==> src/sv/dss_pkg.sv <==
// Shared types, constants and groove tables of the drum step sequencer.
`timescale 1ns / 1ps

package dss_pkg;

    // Default geometry
    localparam int DEF_SLOTS = 8;
    localparam int DEF_STEPS = 32;

    // Field widths
    localparam int MEL_W   = 4;   // stored melodic sound id
    localparam int SOUND_W = 5;   // emitted sound id
    localparam int STEP_W  = 5;   // emitted step index
    localparam int OFF_W   = 5;   // insert offset
    localparam int GRV_W   = 6;   // step number fed to the groove tables

    // Fixed sound ids
    localparam logic [SOUND_W-1:0] KICK_ID  = 5'd15;
    localparam logic [SOUND_W-1:0] SNARE_ID = 5'd16;

    // Request kinds
    localparam logic REQ_TICK   = 1'b0;
    localparam logic REQ_INSERT = 1'b1;

    // Controller states
    typedef enum logic [2:0] {
        ST_IDLE,
        ST_READ,
        ST_LOAD,
        ST_WRITE,
        ST_SCAN
    } state_t;

    // Controller to datapath commands
    typedef struct packed {
        logic in_ready;    // input word may be taken
        logic rd_issue;    // read the target row
        logic row_load;    // capture the row read back
        logic wr_insert;   // write the pushed row back
        logic slot_inc;    // next slot of the scan
        logic emit;        // load the output register
        logic finish;      // end of tick: erase, advance pointer
    } ctrl_cmd_t;

    // Datapath to controller status
    typedef struct packed {
        logic is_insert;
        logic cur_nz;      // slot under scan holds a sound
        logic slot_end;    // scan is on the top slot
        logic out_free;    // output register can take a word
    } dp_sts_t;

    // Kick groove in slot 0
    function automatic logic has_kick(input logic [GRV_W-1:0] step);
        logic hit;
        unique case (step) inside
            6'd0, 6'd2, 6'd8, 6'd10, 6'd16, 6'd21, 6'd23, 6'd24, 6'd26: hit = 1'b1;
            default: hit = 1'b0;
        endcase
        return hit;
    endfunction

    // Snare groove in slot 1
    function automatic logic has_snare(input logic [GRV_W-1:0] step);
        logic hit;
        unique case (step) inside
            6'd4, 6'd12, 6'd20, 6'd28: hit = 1'b1;
            default: hit = 1'b0;
        endcase
        return hit;
    endfunction

endpackage

==> src/sv/drum_step_sequencer_unit.sv <==
// Top level of the drum step sequencer: controller, datapath and checks.
//
//  channel  | dir | handshake            | content
//  ---------+-----+----------------------+---------------------------------------
//  s_       | in  | s_tvalid / s_tready  | tick or insert request
//  m_       | out | m_tvalid / m_tready  | one sound per word, m_tlast ends a step
//  cfg_     | in  | cfg_valid/cfg_ready  | erase_enable
//
// An insert passes through accept, row read, row capture and row write.
// A tick passes through accept, row read, row capture, then a scan of the
// slots one after another; a slot that holds a sound waits while the output
// register is held by m_tready low. The single read port of the pattern RAM
// and the slot-by-slot scan set this order of steps. Reset clears the
// pointer and the per-row valid bits at once; there is no clearing pass.
`timescale 1ns / 1ps

module drum_step_sequencer_unit
    import dss_pkg::*;
#(
    parameter int SLOTS = DEF_SLOTS,
    parameter int STEPS = DEF_STEPS
) (
    input  logic        aclk,
    input  logic        aresetn,
    // request: [4:0] insert_offset, [8:5] sound_in, rest zero
    input  logic        s_tvalid,
    output logic        s_tready,
    input  logic [15:0] s_tdata,
    input  logic [0:0]  s_tuser,   // [0] req_type
    // result: [4:0] sound_id, [9:5] step_index, rest zero
    output logic        m_tvalid,
    input  logic        m_tready,
    output logic [15:0] m_tdata,
    output logic        m_tlast,   // last_of_step
    // configuration
    input  logic        cfg_valid,
    output logic        cfg_ready,
    input  logic [0:0]  cfg_data   // [0] erase_enable
);

    ctrl_cmd_t          cmd;
    dp_sts_t            sts;
    logic [SOUND_W-1:0] out_sound;
    logic [STEP_W-1:0]  out_step;

    dss_ctrl u_ctrl (
        .aclk     (aclk),
        .aresetn  (aresetn),
        .s_tvalid (s_tvalid),
        .sts      (sts),
        .cmd      (cmd)
    );

    dss_datapath #(
        .SLOTS (SLOTS),
        .STEPS (STEPS)
    ) u_datapath (
        .aclk      (aclk),
        .aresetn   (aresetn),
        .cmd       (cmd),
        .sts       (sts),
        .s_tvalid  (s_tvalid),
        .in_req    (s_tuser[0]),
        .in_off    (s_tdata[4:0]),
        .in_sound  (s_tdata[8:5]),
        .cfg_wr    (cfg_valid & cfg_ready),
        .cfg_bit   (cfg_data[0]),
        .out_valid (m_tvalid),
        .out_ready (m_tready),
        .out_sound (out_sound),
        .out_step  (out_step),
        .out_last  (m_tlast)
    );

    assign s_tready  = cmd.in_ready;
    assign cfg_ready = 1'b1;
    assign m_tdata   = {6'b0, out_step, out_sound};

    // Checks

    // one request at a time: ready drops after a word is taken
    a_one_at_a_time: assert property (@(posedge aclk) disable iff (!aresetn)
        s_tvalid && s_tready |=> !s_tready)
        else $error("request taken while another is in work");

    // the scan never overwrites a result still waiting
    a_no_overwrite: assert property (@(posedge aclk) disable iff (!aresetn)
        cmd.emit |-> sts.out_free)
        else $error("output register overwritten");

    // only nonzero slots are emitted
    a_emit_nonzero: assert property (@(posedge aclk) disable iff (!aresetn)
        cmd.emit |-> sts.cur_nz)
        else $error("silent slot emitted");

    // no result is produced while the block waits for a request
    a_idle_quiet: assert property (@(posedge aclk) disable iff (!aresetn)
        s_tready |=> !($past(cmd.emit)))
        else $error("result emitted while idle");

endmodule

==> src/sv/dss_ram.sv <==
// Generic single-port-write, single-port-read RAM with registered read data.
`timescale 1ns / 1ps

module dss_ram #(
    parameter int WIDTH = 8,
    parameter int DEPTH = 32
) (
    input  logic                     aclk,
    input  logic                     wr_en,
    input  logic [$clog2(DEPTH)-1:0] wr_addr,
    input  logic [WIDTH-1:0]         wr_data,
    input  logic                     rd_en,
    input  logic [$clog2(DEPTH)-1:0] rd_addr,
    output logic [WIDTH-1:0]         rd_data
);

    logic [WIDTH-1:0] mem [DEPTH];
    logic [WIDTH-1:0] rd_data_reg;

    always_ff @(posedge aclk) begin
        if (wr_en) begin
            mem[wr_addr] <= wr_data;
        end
        if (rd_en) begin
            rd_data_reg <= mem[rd_addr];
        end
    end

    assign rd_data = rd_data_reg;

endmodule

==> src/sv/dss_ctrl.sv <==
// Controller state machine of the drum step sequencer.
`timescale 1ns / 1ps

module dss_ctrl
    import dss_pkg::*;
(
    input  logic       aclk,
    input  logic       aresetn,
    input  logic       s_tvalid,
    input  dp_sts_t    sts,
    output ctrl_cmd_t  cmd
);

    state_t state_reg, state_next;

    // State register
    always_ff @(posedge aclk) begin
        if (!aresetn) begin
            state_reg <= ST_IDLE;
        end else begin
            state_reg <= state_next;
        end
    end

    // Next state and commands
    always_comb begin
        state_next = state_reg;
        cmd        = '0;
        unique case (state_reg)
            ST_IDLE: begin
                cmd.in_ready = 1'b1;
                if (s_tvalid) begin
                    state_next = ST_READ;
                end
            end
            ST_READ: begin
                cmd.rd_issue = 1'b1;
                state_next   = ST_LOAD;
            end
            ST_LOAD: begin
                cmd.row_load = 1'b1;
                state_next   = sts.is_insert ? ST_WRITE : ST_SCAN;
            end
            ST_WRITE: begin
                cmd.wr_insert = 1'b1;
                state_next    = ST_IDLE;
            end
            ST_SCAN: begin
                // a silent slot passes at once, a sound waits for the output
                if (!sts.cur_nz || sts.out_free) begin
                    cmd.emit = sts.cur_nz;
                    if (sts.slot_end) begin
                        cmd.finish = 1'b1;
                        state_next = ST_IDLE;
                    end else begin
                        cmd.slot_inc = 1'b1;
                    end
                end
            end
            default: begin
                state_next = ST_IDLE;
            end
        endcase
    end

endmodule

==> src/sv/dss_datapath.sv <==
// Datapath: pattern memory, play pointer, slot scan and output register.
`timescale 1ns / 1ps

module dss_datapath
    import dss_pkg::*;
#(
    parameter int SLOTS = DEF_SLOTS,
    parameter int STEPS = DEF_STEPS
) (
    input  logic               aclk,
    input  logic               aresetn,
    input  ctrl_cmd_t          cmd,
    output dp_sts_t            sts,
    // input word
    input  logic               s_tvalid,
    input  logic               in_req,
    input  logic [OFF_W-1:0]   in_off,
    input  logic [MEL_W-1:0]   in_sound,
    // configuration
    input  logic               cfg_wr,
    input  logic               cfg_bit,
    // result word
    output logic               out_valid,
    input  logic               out_ready,
    output logic [SOUND_W-1:0] out_sound,
    output logic [STEP_W-1:0]  out_step,
    output logic               out_last
);

    localparam int PTR_W  = $clog2(STEPS);
    localparam int SLOT_W = $clog2(SLOTS);
    localparam int ROW_W  = (SLOTS - 2) * MEL_W;
    localparam int OFF_N  = 1 << OFF_W;

    // Captured request
    logic               req_reg;
    logic [OFF_W-1:0]   off_reg;
    logic [MEL_W-1:0]   snd_reg;
    logic               erase_reg;

    logic [PTR_W-1:0]   ptr_reg, ptr_next;
    logic [PTR_W-1:0]   addr_reg, addr;
    logic [STEPS-1:0]   valid_reg;
    logic [ROW_W-1:0]   row_reg, rd_row;
    logic [SLOT_W-1:0]  slot_reg;

    logic               out_valid_reg;
    logic [SOUND_W-1:0] out_sound_reg;
    logic [STEP_W-1:0]  out_step_reg;
    logic               out_last_reg;

    logic [PTR_W-1:0]   off_mod_lut [OFF_N];
    logic [PTR_W-1:0]   off_mod;
    logic [PTR_W:0]     sum;
    logic [SOUND_W-1:0] slot_val [SLOTS];
    logic [SLOTS-1:0]   nz;
    logic [SLOTS-1:0]   higher;
    logic               kick_on, snare_on, cur_last;

    // Offset reduced modulo the step count
    for (genvar g = 0; g < OFF_N; g++) begin : g_off_mod
        assign off_mod_lut[g] = PTR_W'(g % STEPS);
    end
    assign off_mod = off_mod_lut[off_reg];

    // Target row: play pointer for a tick, pointer plus offset for an insert
    always_comb begin
        sum = {1'b0, ptr_reg} + {1'b0, off_mod};
        if (sum >= (PTR_W + 1)'(STEPS)) begin
            sum = sum - (PTR_W + 1)'(STEPS);
        end
        addr = (req_reg == REQ_INSERT) ? sum[PTR_W-1:0] : ptr_reg;
    end

    assign ptr_next = (ptr_reg == PTR_W'(STEPS - 1)) ? '0 : ptr_reg + PTR_W'(1);

    // Melodic slots of one step as one row, slot 2 in the low bits
    dss_ram #(
        .WIDTH (ROW_W),
        .DEPTH (STEPS)
    ) u_ram (
        .aclk    (aclk),
        .wr_en   (cmd.wr_insert),
        .wr_addr (addr_reg),
        .wr_data (ROW_W'({row_reg, snd_reg})),
        .rd_en   (cmd.rd_issue),
        .rd_addr (addr),
        .rd_data (rd_row)
    );

    // Control registers
    always_ff @(posedge aclk) begin
        if (!aresetn) begin
            ptr_reg   <= '0;
            valid_reg <= '0;
            erase_reg <= 1'b0;
        end else begin
            if (cfg_wr) begin
                erase_reg <= cfg_bit;
            end
            if (cmd.wr_insert) begin
                valid_reg[addr_reg] <= 1'b1;
            end
            if (cmd.finish) begin
                ptr_reg <= ptr_next;
                if (erase_reg) begin
                    valid_reg[addr_reg] <= 1'b0;
                end
            end
        end
    end

    // Request, row and scan registers
    always_ff @(posedge aclk) begin
        if (cmd.in_ready && s_tvalid) begin
            req_reg <= in_req;
            off_reg <= in_off;
            snd_reg <= in_sound;
        end
        if (cmd.rd_issue) begin
            addr_reg <= addr;
        end
        if (cmd.row_load) begin
            row_reg  <= valid_reg[addr_reg] ? rd_row : '0;
            slot_reg <= '0;
        end else if (cmd.slot_inc) begin
            slot_reg <= slot_reg + SLOT_W'(1);
        end
    end

    // Sounds of the step under scan
    assign kick_on  = has_kick(GRV_W'(addr_reg));
    assign snare_on = has_snare(GRV_W'(addr_reg));
    assign slot_val[0] = kick_on  ? KICK_ID  : '0;
    assign slot_val[1] = snare_on ? SNARE_ID : '0;
    for (genvar s = 2; s < SLOTS; s++) begin : g_slot
        assign slot_val[s] = SOUND_W'(row_reg[(s - 2) * MEL_W +: MEL_W]);
    end
    for (genvar s = 0; s < SLOTS; s++) begin : g_nz
        assign nz[s] = |slot_val[s];
    end

    // Last sound: no nonzero slot above the current one
    assign higher   = (nz >> slot_reg) >> 1;
    assign cur_last = ~|higher;

    // Output register
    always_ff @(posedge aclk) begin
        if (!aresetn) begin
            out_valid_reg <= 1'b0;
        end else if (cmd.emit) begin
            out_valid_reg <= 1'b1;
        end else if (out_ready) begin
            out_valid_reg <= 1'b0;
        end
    end

    always_ff @(posedge aclk) begin
        if (cmd.emit) begin
            out_sound_reg <= slot_val[slot_reg];
            out_step_reg  <= STEP_W'(addr_reg);
            out_last_reg  <= cur_last;
        end
    end

    assign out_valid = out_valid_reg;
    assign out_sound = out_sound_reg;
    assign out_step  = out_step_reg;
    assign out_last  = out_last_reg;

    // Status
    assign sts.is_insert = (req_reg == REQ_INSERT);
    assign sts.cur_nz    = nz[slot_reg];
    assign sts.slot_end  = (slot_reg == SLOT_W'(SLOTS - 1));
    assign sts.out_free  = !out_valid_reg || out_ready;

endmodule
==> config.mk <==
export PLATFORM = sky130hd
export DESIGN_NAME = drum_step_sequencer_unit
export DESIGN_NICKNAME = d
export VERILOG_FILES = /design/src/sv/dss_pkg.sv /design/src/sv/drum_step_sequencer_unit.sv /design/src/sv/dss_ram.sv /design/src/sv/dss_ctrl.sv /design/src/sv/dss_datapath.sv
export SDC_FILE = /design/constraint.sdc
export NUM_CORES = 1
export LEC_CHECK = 0
export ABC_AREA = 1
export ABC_CLOCK_PERIOD_IN_PS = 5500
export BUFFER_PORTS_ARGS = -buffer_cell sky130_fd_sc_hd__buf_4
export CAP_MARGIN = 20
export CELL_PAD_IN_SITES_DETAIL_PLACEMENT = 1
export CELL_PAD_IN_SITES_GLOBAL_PLACEMENT = 2
export CORE_ASPECT_RATIO = 0.7
export CORE_MARGIN = 5
export CORE_UTILIZATION = 47
export DETAILED_ROUTE_END_ITERATION = 8
export GPL_TIMING_DRIVEN = 1
export HOLD_SLACK_MARGIN = 0.06
export PLACE_DENSITY = 0.89
export SLEW_MARGIN = 20
export SYNTH_ARGS = -nofsm -noshare
export SYNTH_HDL_FRONTEND = slang
export SYNTH_HIERARCHICAL = 1
export SYNTH_SLANG_ARGS = --single-unit
==> constraint.sdc <==
create_clock -name aclk -period 5.5 [get_ports aclk]
set_input_delay 0.275 -clock aclk [delete_from_list [all_inputs] [get_ports aclk]]
set_output_delay 0.275 -clock aclk [all_outputs]
set_load 0.05 [all_outputs]
==> summary.txt, run 1 <==
Clock network
  – Clk buf depth: 3
  – CTS clock-pin slew for the worst setup and hold paths: 0.06 ns
  – Clk sinks: 887
  – Num CTS Buffers: 84
  – CTS tree: built
  – Clock latency on the worst-skew pair: 0.65 ns
  – H-tree depth: 3
  – Clock tree root buffer cell: clkbuf_16

Flow run
  – Max_cap viols: 0

Place
  – # port buffers: 28
  – Placed instance area: 0.0381 sq mm
  – Pre-CTS WS: 1.55 ns
  – GP Congestion: 0.803
  – DP HPWL: 59.4 mm

STA
  – Period Utilization, post-route: 0.688
  – Final hold vios: 0
  – Setup TNS: 0 ns
  – RSZ-0062 raised after global routing: no
  – Slew margin rel.: 0.232
  – Endpoints failing setup: 0
  – Slew Viols, Final: 0
  – Final worst slack: 1.72 ns
  – Shortest period the worst path allows: 3.78 ns
  – Fin Clk Skew: 0.0230 ns
  – Least-Margin Pin Slew: 1.15 ns
  – Fmax: 264 MHz

Global routing
  – First-pass GRT wire length: 160 mm
  – Largest net degree at the start of global routing: 197
  – Total gr overflow: 0
  – Vias in the first global route: 26600
  – GRT Total Usage: 0.249
  – Initial antenna violation count: 2

Synthesis
  – Synthesized flop and latch total: 887
  – Synth Warn #: 6
  – Top_reg_cell synth: edfxtp_1
  – Cell area after synthesis: 0.0370 sq mm
  – Syn avg cell area: 11.3 sq um
  – Cell taking the most area after synthesis: edfxtp_1
  – Post-synth cell types: 44
  – Number of synthesized flops with an enable pin: 842
  – Largest cells by area after synthesis: edfxtp_1 68%, nand2_1 12%, nand3_1 8.4%
  – Asr flop ratio synth: 0
  – Synth Instances: 3284
  – Seq/Total Area, Yosys: 0.707
  – Area share of the largest cell type after synthesis: 0.683

Power
  – Maximum vdd drop: 0.000248 V
  – P per Cell Area: 388 mW/mm^2
  – Leakage: 15.1 nW

Route
  – Routed via count: 25500
  – DRT iter0 DRCs: 2510
  – 1st-pass router iterations: 6
  – Post-route ant nets: 0
  – Total DRC errors in the routed layout: 0
  – Wire per inst: 24.2 um
  – Routed vias/inst: 5.75
  – Total Routed Length: 107 mm

Floorplan
  – Die Y: 245 um
  – Die width: 345 um
  – Die area: 0.0846 sq mm
  – Initial Util: 0.472
  – Rows: 86
  – Area of the core: 0.0784 sq mm
  – # IOs: 43

Critical path
  – Worst Path Required: 5.87 ns
  – CP Max Fanout: 76
  – Worst Path Arrival: 4.15 ns
  – Worst flop-to-flop path startpoint: u_datapath/req_reg
  – CP endpoint kind: flop
  – Reg2Reg Setup Slack: 1.72 ns
  – Crit path kind: flop to flop
  – RR Endpoint: u_datapath/u_ram/rd_data[20]
  – Crit path launch type: flop
  – R2R cell count: 13

Cells and area
  – Nets: 3337
  – Most common cell after layout, fill and taps aside: nand2_1
  – Layout cells sized above 1: 0.0925
  – Flip-flop count of the largest register after layout: 768
  – Multi-input logic area: 0.00935 sq mm
  – Final instance area: 0.0411 sq mm
  – Storage element area: 0.0262 sq mm
  – Inserted Diodes: 0
  – Most frequent cells in the layout: 1224 x nand2_1, 842 x edfxtp_1, 618 x nand3_1
  – Layout area overhead: 10.9%
  – Filler cell count: 8167

Outcome
  – Status: finished clean

Hold path
  – Min-Delay Startpoint: s_tdata[3]
  – Min-Delay Path Class: input port to flop
  – Worst Hold Path Cells: 2
  – WHS Endpoint: u_datapath/off_reg[3]
[cell usage after synthesis (3+ instances only)]
master and number:
o31ai_1 4, a21oi_2 11, ha_1 8, clkbuf_1 23, inv_2 11, nand2_2 6, nor2_1 77, nand4_1 3
a21oi_1 45, nand2_1 1225, a31oi_1 15, nand3_1 618, nor2_4 4, o221a_2 4, clkinv_1 3, buf_2 104
inv_1 83, o21ai_0 28, buf_6 42, buf_1 6, dfxtp_1 45, buf_4 18, edfxtp_1 842, nor3_1 28
[worst max path at each step]
stage / end / slack [ns] / from
detailed placement: u_datapath/valid_reg[1] / 1.55 / u_datapath/addr_reg[3]
floorplan: u_datapath/valid_reg[2] / 2.93 / u_datapath/addr_reg[3]
finish: u_datapath/u_ram/rd_data[20] / 1.72 / u_datapath/req_reg
global placement: u_datapath/valid_reg[16] / 1.75 / u_datapath/addr_reg[0]
global route: u_datapath/valid_reg[1] / 1.46 / u_datapath/addr_reg[4]
CTS: u_datapath/valid_reg[1] / 1.54 / u_datapath/addr_reg[3]
[stage by stage]
stage               hold slack, ns  instances   util  total power [mW]
global placement             0.439       4256  0.486              10.1
floorplan                    0.368       3289      -              9.39
global route                 0.332       4429  0.523              16.6
detailed placement           0.442       4256  0.486              10.2
finish                       0.366       4429  0.523              15.9
CTS                          0.326       4425  0.523              16.0
[repair_timing]
item / CTS / global route
hold buffers: 15 / 0
gates resized for setup: 0 / 0
endpoints found under the setup margin: 0 / 0
buffers inserted: 0 / 0
endpoints found under the hold margin: 34 / 0
[layer usage]
metal  wire, um  vias to the layer above  part of all wire  GRT usage
met3       8500                      180             0.079     0.0447
met2      50700                      979              0.47      0.415
met5          0                        -                 0          0
met4       2580                        0             0.024     0.0667
li1           -                    11400                 -          -
met1      45500                    12900              0.42      0.340
[critical path: stages, from the launching register on]
cell      delay [ns]
edfxtp_1        0.52
inv_1           0.31
nand2_1         0.15
nand2_4         0.43
clkinv_8        0.40
buf_4           0.50
nand2_1         0.17
nand3_1         0.10
nand3_1         0.15
nand2_1         0.09
nand2_1         0.10
nand2_1         0.17
nand2_1         0.19
nand2_1         0.14
[layout make-up]
cell class	instances	share of cell area
inverter	98	0.00945
multi-input combinational	2109	0.228
tap	1056	0.0322
clock inverter	45	0.0101
sequential	887	0.638
timing repair buffer	125	0.0265
clock buffer	109	0.0563
[cell families after synthesis]
logic type	synth area share
buf+inv	0.0443
flops	0.707
simple gates	0.225
fa+ha+maj	0.00324
compound gates	0.0188
xor+xnor	0.000710
other cells	0.000203
[report_power, final]
part | total [mW] | internal, mW | leakage (nW) | switching (mW)
sequential | 7.74 | 7.62 | 7.98 | 0.112
clock | 5.83 | 3.34 | 1.34 | 2.49
combinational | 2.36 | 0.568 | 5.74 | 1.80
total | 15.9 | 11.5 | 15.1 | 4.40
(Power assumes the default switching activity.)
==> run 2, diff against run 1 <==
ABC_AREA = 0   (was 1)
ABC_CLOCK_PERIOD_IN_PS = 3200   (was 5500)
CORE_UTILIZATION = 43   (was 47)
PLACE_DENSITY = 0.79   (was 0.89)
clock period = 3.2 ns   (was 5.5 ns; I/O delays follow)
==> summary.txt, run 2 <==
STA
  – Period Utilization, post-route: 0.973 (+0.285)
  – Shortest period the worst path allows: 3.11 ns (-0.670 ns)
  – Fmax: 321 MHz (+22%)
  – Slew Viols, Final: 0 (unchanged)
  – Fin Clk Skew: 0.0132 ns (-0.00983 ns)
  – Final hold vios: 0 (unchanged)
  – Slew margin rel.: 0.367 (+0.134)
  – Final worst slack: 0.0875 ns (-1.63 ns)
  – Least-Margin Pin Slew: 0.950 ns (-0.202 ns)
  – RSZ-0062 raised after global routing: no
  – Worst hold slack: 0.242 ns (-0.124 ns)
  – Endpoints failing setup: 0 (unchanged)

Global routing
  – Total gr overflow: 0 (unchanged)
  – GRT Total Usage: 0.212 (-0.0369)
  – Largest net degree at the start of global routing: 49 (-75%)
  – Initial antenna violation count: 1 (-1)
  – Vias in the first global route: 21100 (-21%)
  – First-pass GRT wire length: 139 mm (-13%)

Synthesis
  – Synthesized flop and latch total: 887 (unchanged)
  – Cell taking the most area after synthesis: edfxtp_1
  – Largest cells by area after synthesis: edfxtp_1 71%, mux2i_1 12%, dfxtp_1 2.5%
  – Number of synthesized flops with an enable pin: 842 (unchanged)
  – Top-count cell post-synth: edfxtp_1
  – Synth Warn #: 6 (unchanged)
  – Asr flop ratio synth: 0 (unchanged)
  – Seq/Total Area, Yosys: 0.740 (+0.0328)
  – Synth Instances: 2160 (-34%)
  – Top_reg_cell synth: edfxtp_1
  – Cell area after synthesis: 0.0354 sq mm (-4.4%)
  – Commonest cells post-synth: 842 x edfxtp_1, 407 x mux2i_1, 123 x a21oi_1
  – Area share of the largest cell type after synthesis: 0.715 (+0.0317)
  – Post-synth cell types: 57 (+30%)
  – Syn avg cell area: 16.4 sq um (+45%)

Critical path
  – Worst Path Arrival: 3.49 ns (-0.66 ns)
  – Worst Path Required: 3.58 ns (-2.29 ns)
  – Reg2Reg Setup Slack: 0.09 ns (-1.63 ns)
  – CP Max Fanout: 31 (-59%)
  – Crit path kind: flop to flop
  – CP endpoint kind: flop
  – Crit path launch type: flop

Power
  – P per Cell Area: 607 mW/mm^2 (+56%)
  – Combinational power share: 0.075 (-0.073)
  – Switching Share: 0.225 (-0.0509)
  – Power share of the clock group: 0.406 (+0.040)
  – Maximum vdd drop: 0.000465 V (+88%)
  – Part of the power in registers: 0.519 (+0.034)
  – Internal power: 19.2 mW (+66%)
  – Switching pwr: 5.58 mW (+27%)
  – Leakage: 13.5 nW (-11%)

Route
  – 1st-pass router iterations: 5 (-1)
  – Total DRC errors in the routed layout: 0 (unchanged)
  – Wire per inst: 27.4 um (+13%)
  – Routed via count: 20200 (-21%)
  – Post-route ant nets: 0 (unchanged)
  – DRT iter0 DRCs: 1788 (-29%)
  – Routed vias/inst: 5.80 (+0.81%)
  – Total Routed Length: 95.4 mm (-11%)

Cells and area
  – Most common cell after layout, fill and taps aside: edfxtp_1
  – Layout cells sized above 1: 0.165 (+0.0726)
  – Inserted Diodes: 0 (unchanged)
  – Nets: 2366 (-29%)
  – Util after Layout: 0.498 (-0.0257)
  – Most frequent cells in the layout: 842 x edfxtp_1, 407 x mux2i_1, 168 x buf_4
  – Flip-flop count of the largest register after layout: 768 (unchanged)
  – Final cell count without fillers: 3478 (-21%)
  – Layout area overhead: 15.4%

Clock network
  – CTS clock-pin slew for the worst setup and hold paths: 0.07 ns (about the same)
  – Clock tree root buffer cell: clkbuf_16
  – Num CTS Buffers: 84 (unchanged)
  – Clk buf depth: 3 (unchanged)
  – H-tree depth: 3 (unchanged)
  – Clock latency on the worst-skew pair: 0.65 ns (about the same)
  – Clk sinks: 887 (unchanged)
  – CTS tree: built

Flow run
  – Max_cap viols: 0 (unchanged)

Floorplan
  – Rows: 88 (+2.3%)
  – Die width: 353 um (+2.1%)
  – Initial Util: 0.431 (-0.0406)
  – Die area: 0.0882 sq mm (+4.3%)
  – # IOs: 43 (unchanged)
  – Area of the core: 0.0820 sq mm (+4.6%)
  – Die Y: 250 um (+2.1%)

Place
  – DP HPWL: 55.6 mm (-6.3%)
  – # port buffers: 28 (unchanged)
  – Inst Count DP: 3305 (-22%)
  – GP Congestion: 0.778 (-3.0%)
  – Pre-CTS WS: -0.0931 ns (-1.64 ns)

Hold path
  – Min-Delay Path Class: input port to flop

Outcome
  – Status: finished clean
-- run 2: changes by cell type after synthesis, sizes merged, moves of 67 or more --
cell	previous run	this run
nand2	1231	91
nand3	620	80
mux2i	0	407
inv	95	8
buf	172	86
a22oi	0	74
a21oi	56	123
-- run 2: what timing repair did --
action                                  4_1_cts  5_1_grt
pin swaps                                     0        0
hold endpoints to repair                     52        0
endpoints found under the setup margin        8       34
hold buffers                                 17        0
buffers inserted                              0        3
cloned                                        0        0
gates resized for setup                       1        5
-- run 2: power by group through the flow --
stage                     sequential [mW]  clock [mW]  combinational, mW
after floorplan                      13.1           0               1.10
after global placement               13.1           0               1.74
after detailed placement             13.1           0               1.79
after CTS                            12.9        10.3               1.83
after global routing                 12.8        10.8               1.98
final                                12.8        10.1               1.87
-- run 2: cells by family (layout without fill, tap and decap cells) --
logic type | count (synthesis) | after routing | synth area share
flops | 887 | 887 | 0.740
compound gates | 328 | 328 | 0.0592
buf+inv | 137 | 370 | 0.0238
xor+xnor | 4 | 4 | 0.000990
simple gates | 375 | 375 | 0.0531
mux | 418 | 418 | 0.119
fa+ha+maj | 9 | 9 | 0.00340
other cells | 2 | 7 | 0.000212
-- run 2: worst max-delay path: stages (launching register included) --
cell,delay (ns)
dfxtp_1,0.33
ha_1,0.18
inv_1,0.06
fa_1,0.41
xnor2_1,0.15
mux2_2,0.31
nor2b_4,0.23
buf_12,0.27
buf_4,0.39
a21oi_1,0.13
nand3_1,0.19
nand3_1,0.13
-- run 2: area by class of cell --
cell class	instances	area [sq um]
multi-input combinational	1141	8560
fill	7711	41200
tap	1080	1350
clock buffer	106	2270
timing repair buffer	212	1970
clock inverter	44	470
sequential	887	26200
inverter	8	30.0
-- run 2: path summary, 6_finish.rpt --
kind | startpoint | endpoint | cells after the start
max reg2reg | u_datapath/ptr_reg[0] | u_datapath/u_ram/rd_data[5] | 11
min | s_tdata[3] | u_datapath/off_reg[3] | 2
max | u_datapath/ptr_reg[0] | u_datapath/u_ram/rd_data[5] | 11
min reg2reg | u_datapath/valid_reg[12] | u_datapath/valid_reg[12] | 2
-- run 2: metrics by stage --
step	TNS (ns)	cell area (sq um)	power [mW]
finish	0	40800	24.8
global route	0	40800	25.6
CTS	0	40700	25.0
detailed placement	-0.0931	37800	14.9
global placement	0	37800	14.8
floorplan	0	35400	14.2
-- run 2: metal layers --
metal,track usage,vias up,part of all wire
met5,0,-,0
met1,0.303,10600,0.45
met2,0.334,660,0.46
li1,-,8756,-
met3,0.0416,132,0.067
met4,0.0575,0,0.024
==> run 3, diff against run 2 <==
REMOVE_ABC_BUFFERS = 1   (was unset)
==> summary.txt, run 3 (synthesis results as in run 2) <==
Outcome
  – Status: finished clean

Clock network
  – Clk sinks: 887 (unchanged)
  – CTS tree: built
  – H-tree depth: 3 (unchanged)
  – Num CTS Buffers: 83 (-1.2%)
  – Clock tree root buffer cell: clkbuf_16
  – CTS clock-pin slew for the worst setup and hold paths: 0.07 ns (about the same)
  – Clk buf depth: 3 (unchanged)
  – Clock latency on the worst-skew pair: 0.65 ns (about the same)

Critical path
  – Worst path slowest cell: fa_1
  – Crit path kind: flop to flop
  – Worst Path Required: 3.59 ns (about the same)
  – Worst path max stage delay: 0.40 ns (about the same)
  – Crit path launch type: flop
  – CP cell instances: ha_1 > inv_1 > fa_1 > nor2b_1 > o21a_1 > o21ai_0 > and3b_1 > xor2_1 > buf_4 > nand2b_4 > buf_12 > a21oi_1 > a31oi_1 > buf_4 > nand3_1
  – Most used cell along the critical path: buf_4
  – CP Max Fanout: 12 (-61%)
  – CP endpoint kind: flop
  – Worst Path Arrival: 3.47 ns (-0.02 ns)

Global routing
  – Busiest layer in global routing: met2
  – GR Util met1: 0.304 (+0.00123)
  – Initial antenna violation count: 1 (unchanged)
  – Routing usage on met2: 0.325 (-0.00868)
  – Met3 Track Usage GR: 0.0401 (-0.00153)
  – Vias in the first global route: 21000 (-0.22%)
  – Largest net degree at the start of global routing: 61 (+24%)
  – First-pass GRT wire length: 137 mm (-0.85%)
  – GRT Total Usage: 0.208 (-0.00354)
  – Total gr overflow: 0 (unchanged)

Cells and area
  – Most common cell after layout, fill and taps aside: edfxtp_1
  – Most frequent cells in the layout: 842 x edfxtp_1, 407 x mux2i_1, 125 x buf_4
  – Layout cells sized above 1: 0.160 (-0.00558)
  – Filler cell count: 7687 (-0.31%)
  – Layout area overhead: 15.8%
  – Inserted Diodes: 0 (unchanged)
  – Flip-flop count of the largest register after layout: 768 (unchanged)
  – Nets: 2338 (-1.2%)

Route
  – Routed vias/inst: 5.81 (+0.28%)
  – 1st-pass router iterations: 5 (unchanged)
  – Routed via count: 20000 (-0.56%)
  – Wire per inst: 27.4 um (-0.21%)
  – Post-route ant nets: 0 (unchanged)
  – Total DRC errors in the routed layout: 0 (unchanged)
  – DRT iter0 DRCs: 1821 (+1.8%)
  – Total Routed Length: 94.4 mm (-1.0%)

Floorplan
  – Die Y: 250 um (unchanged)
  – Die area: 0.0882 sq mm (unchanged)
  – Rows: 88 (unchanged)
  – Initial Util: 0.431 (unchanged)
  – Die width: 353 um (unchanged)
  – # IOs: 43 (unchanged)
  – Area of the core: 0.0820 sq mm (unchanged)

Power
  – P per Cell Area: 604 mW/mm^2 (-0.51%)
  – Total power: 24.7 mW (-0.13%)
  – Maximum vdd drop: 0.000534 V (+15%)
  – Leakage: 13.4 nW (-0.41%)

STA
  – Endpoints failing setup: 0 (unchanged)
  – Shortest period the worst path allows: 3.08 ns (-0.0346 ns)
  – Least-Margin Pin Slew: 1.05 ns (+0.100 ns)
  – Fin Clk Skew: 0.0267 ns (+0.0136 ns)
  – RSZ-0062 raised after global routing: no
  – Slew margin rel.: 0.297 (-0.0695)
  – Period Utilization, post-route: 0.962 (-0.0108)
  – Fmax: 325 MHz (+1.1%)
  – Final hold vios: 0 (unchanged)
  – Worst hold slack: 0.241 ns (-0.00127 ns)
  – Slew Viols, Final: 0 (unchanged)

Hold path
  – Min-Delay Path Class: input port to flop

Place
  – GP Congestion: 0.794 (+2.0%)
  – DP HPWL: 54.7 mm (-1.6%)
  – # port buffers: 28 (unchanged)

Flow run
  – Max_cap viols: 0 (unchanged)
run 3: changes by cell type in the layout (fill, tap and decap cells not counted), moves of 4 or more:
cell	previous run	this run
buf_12	24	39
buf_4	168	125
clkbuf_1	17	12
clkinv_2	12	20
inv_6	2	6
nor2_2	26	0
nor2_4	7	33
run 3: area by class of cell:
cell class / count / area, sq um / share of cell area
Sequential cell: 887 / 26200 / 0.639
Timing Repair Buffer: 185 / 1980 / 0.0484
Clock inverter: 52 / 586 / 0.0143
Tap cell: 1080 / 1350 / 0.0330
Multi-Input combinational cell: 1141 / 8710 / 0.212
Inverter: 8 / 30.0 / 0.000733
Clock buffer: 96 / 2150 / 0.0524
run 3: per-layer routing:
metal | routed length [um] | up-vias
li1 | - | 8711
met1 | 42600 | 10500
met2 | 43300 | 693
met3 | 6740 | 126
met4 | 1810 | 0
met5 | 0 | -
run 3: repair_timing:
| item | in CTS | in global routing |
|---|---|---|
| hold buffers | 17 | 0 |
| buffers inserted | 0 | 2 |
| gates resized for setup | 0 | 10 |
| endpoints found under the hold margin | 52 | 0 |
| endpoints found under the setup margin | 0 | 32 |
run 3: final timing paths:
path | startpoint | endpoint | slack, ns | depth (start not counted)
worst min register to register | u_datapath/valid_reg[13] | u_datapath/valid_reg[13] | 0.47 | 2
worst max-delay path | u_datapath/off_reg[0] | u_datapath/u_ram/rd_data[11] | 0.12 | 15
worst min-delay path | s_tdata[8] | u_datapath/snd_reg[3] | 0.24 | 2
worst max register to register | u_datapath/off_reg[0] | u_datapath/u_ram/rd_data[11] | 0.12 | 15
run 3: power by group:
group | internal [mW] | total, mW | switching, mW
sequential | 12.7 | 12.8 | 0.0956
clock | 5.79 | 10.1 | 4.29
combinational | 0.694 | 1.81 | 1.12
total | 19.2 | 24.7 | 5.51
run 3: through the flow:
step	setup TNS, ns	utilization	area [sq um]	worst slack [ns]	cells
2_1_floorplan	-138.50	-	34600	-5.59	2036
3_3_place_gp	0	0.462	37900	0.186	3278
3_5_place_dp	0	0.462	37900	0.0917	3278
4_1_cts	0	0.498	40800	0.0292	3443
5_1_grt	0	0.500	41000	0.00204	3449
6_report	0	0.500	41000	0.122	3449
run 3: worst max-delay path: cells and delay by family (launching register included):
family,cells,cell delay [ns]
adders and majority gates,2,0.60
buffers and inverters,4,0.60
and+or+nand+nor,4,0.57
AOI/OAI and AO/OA,4,0.50
DFF,1,0.36
xor gates and xnor gates,1,0.16
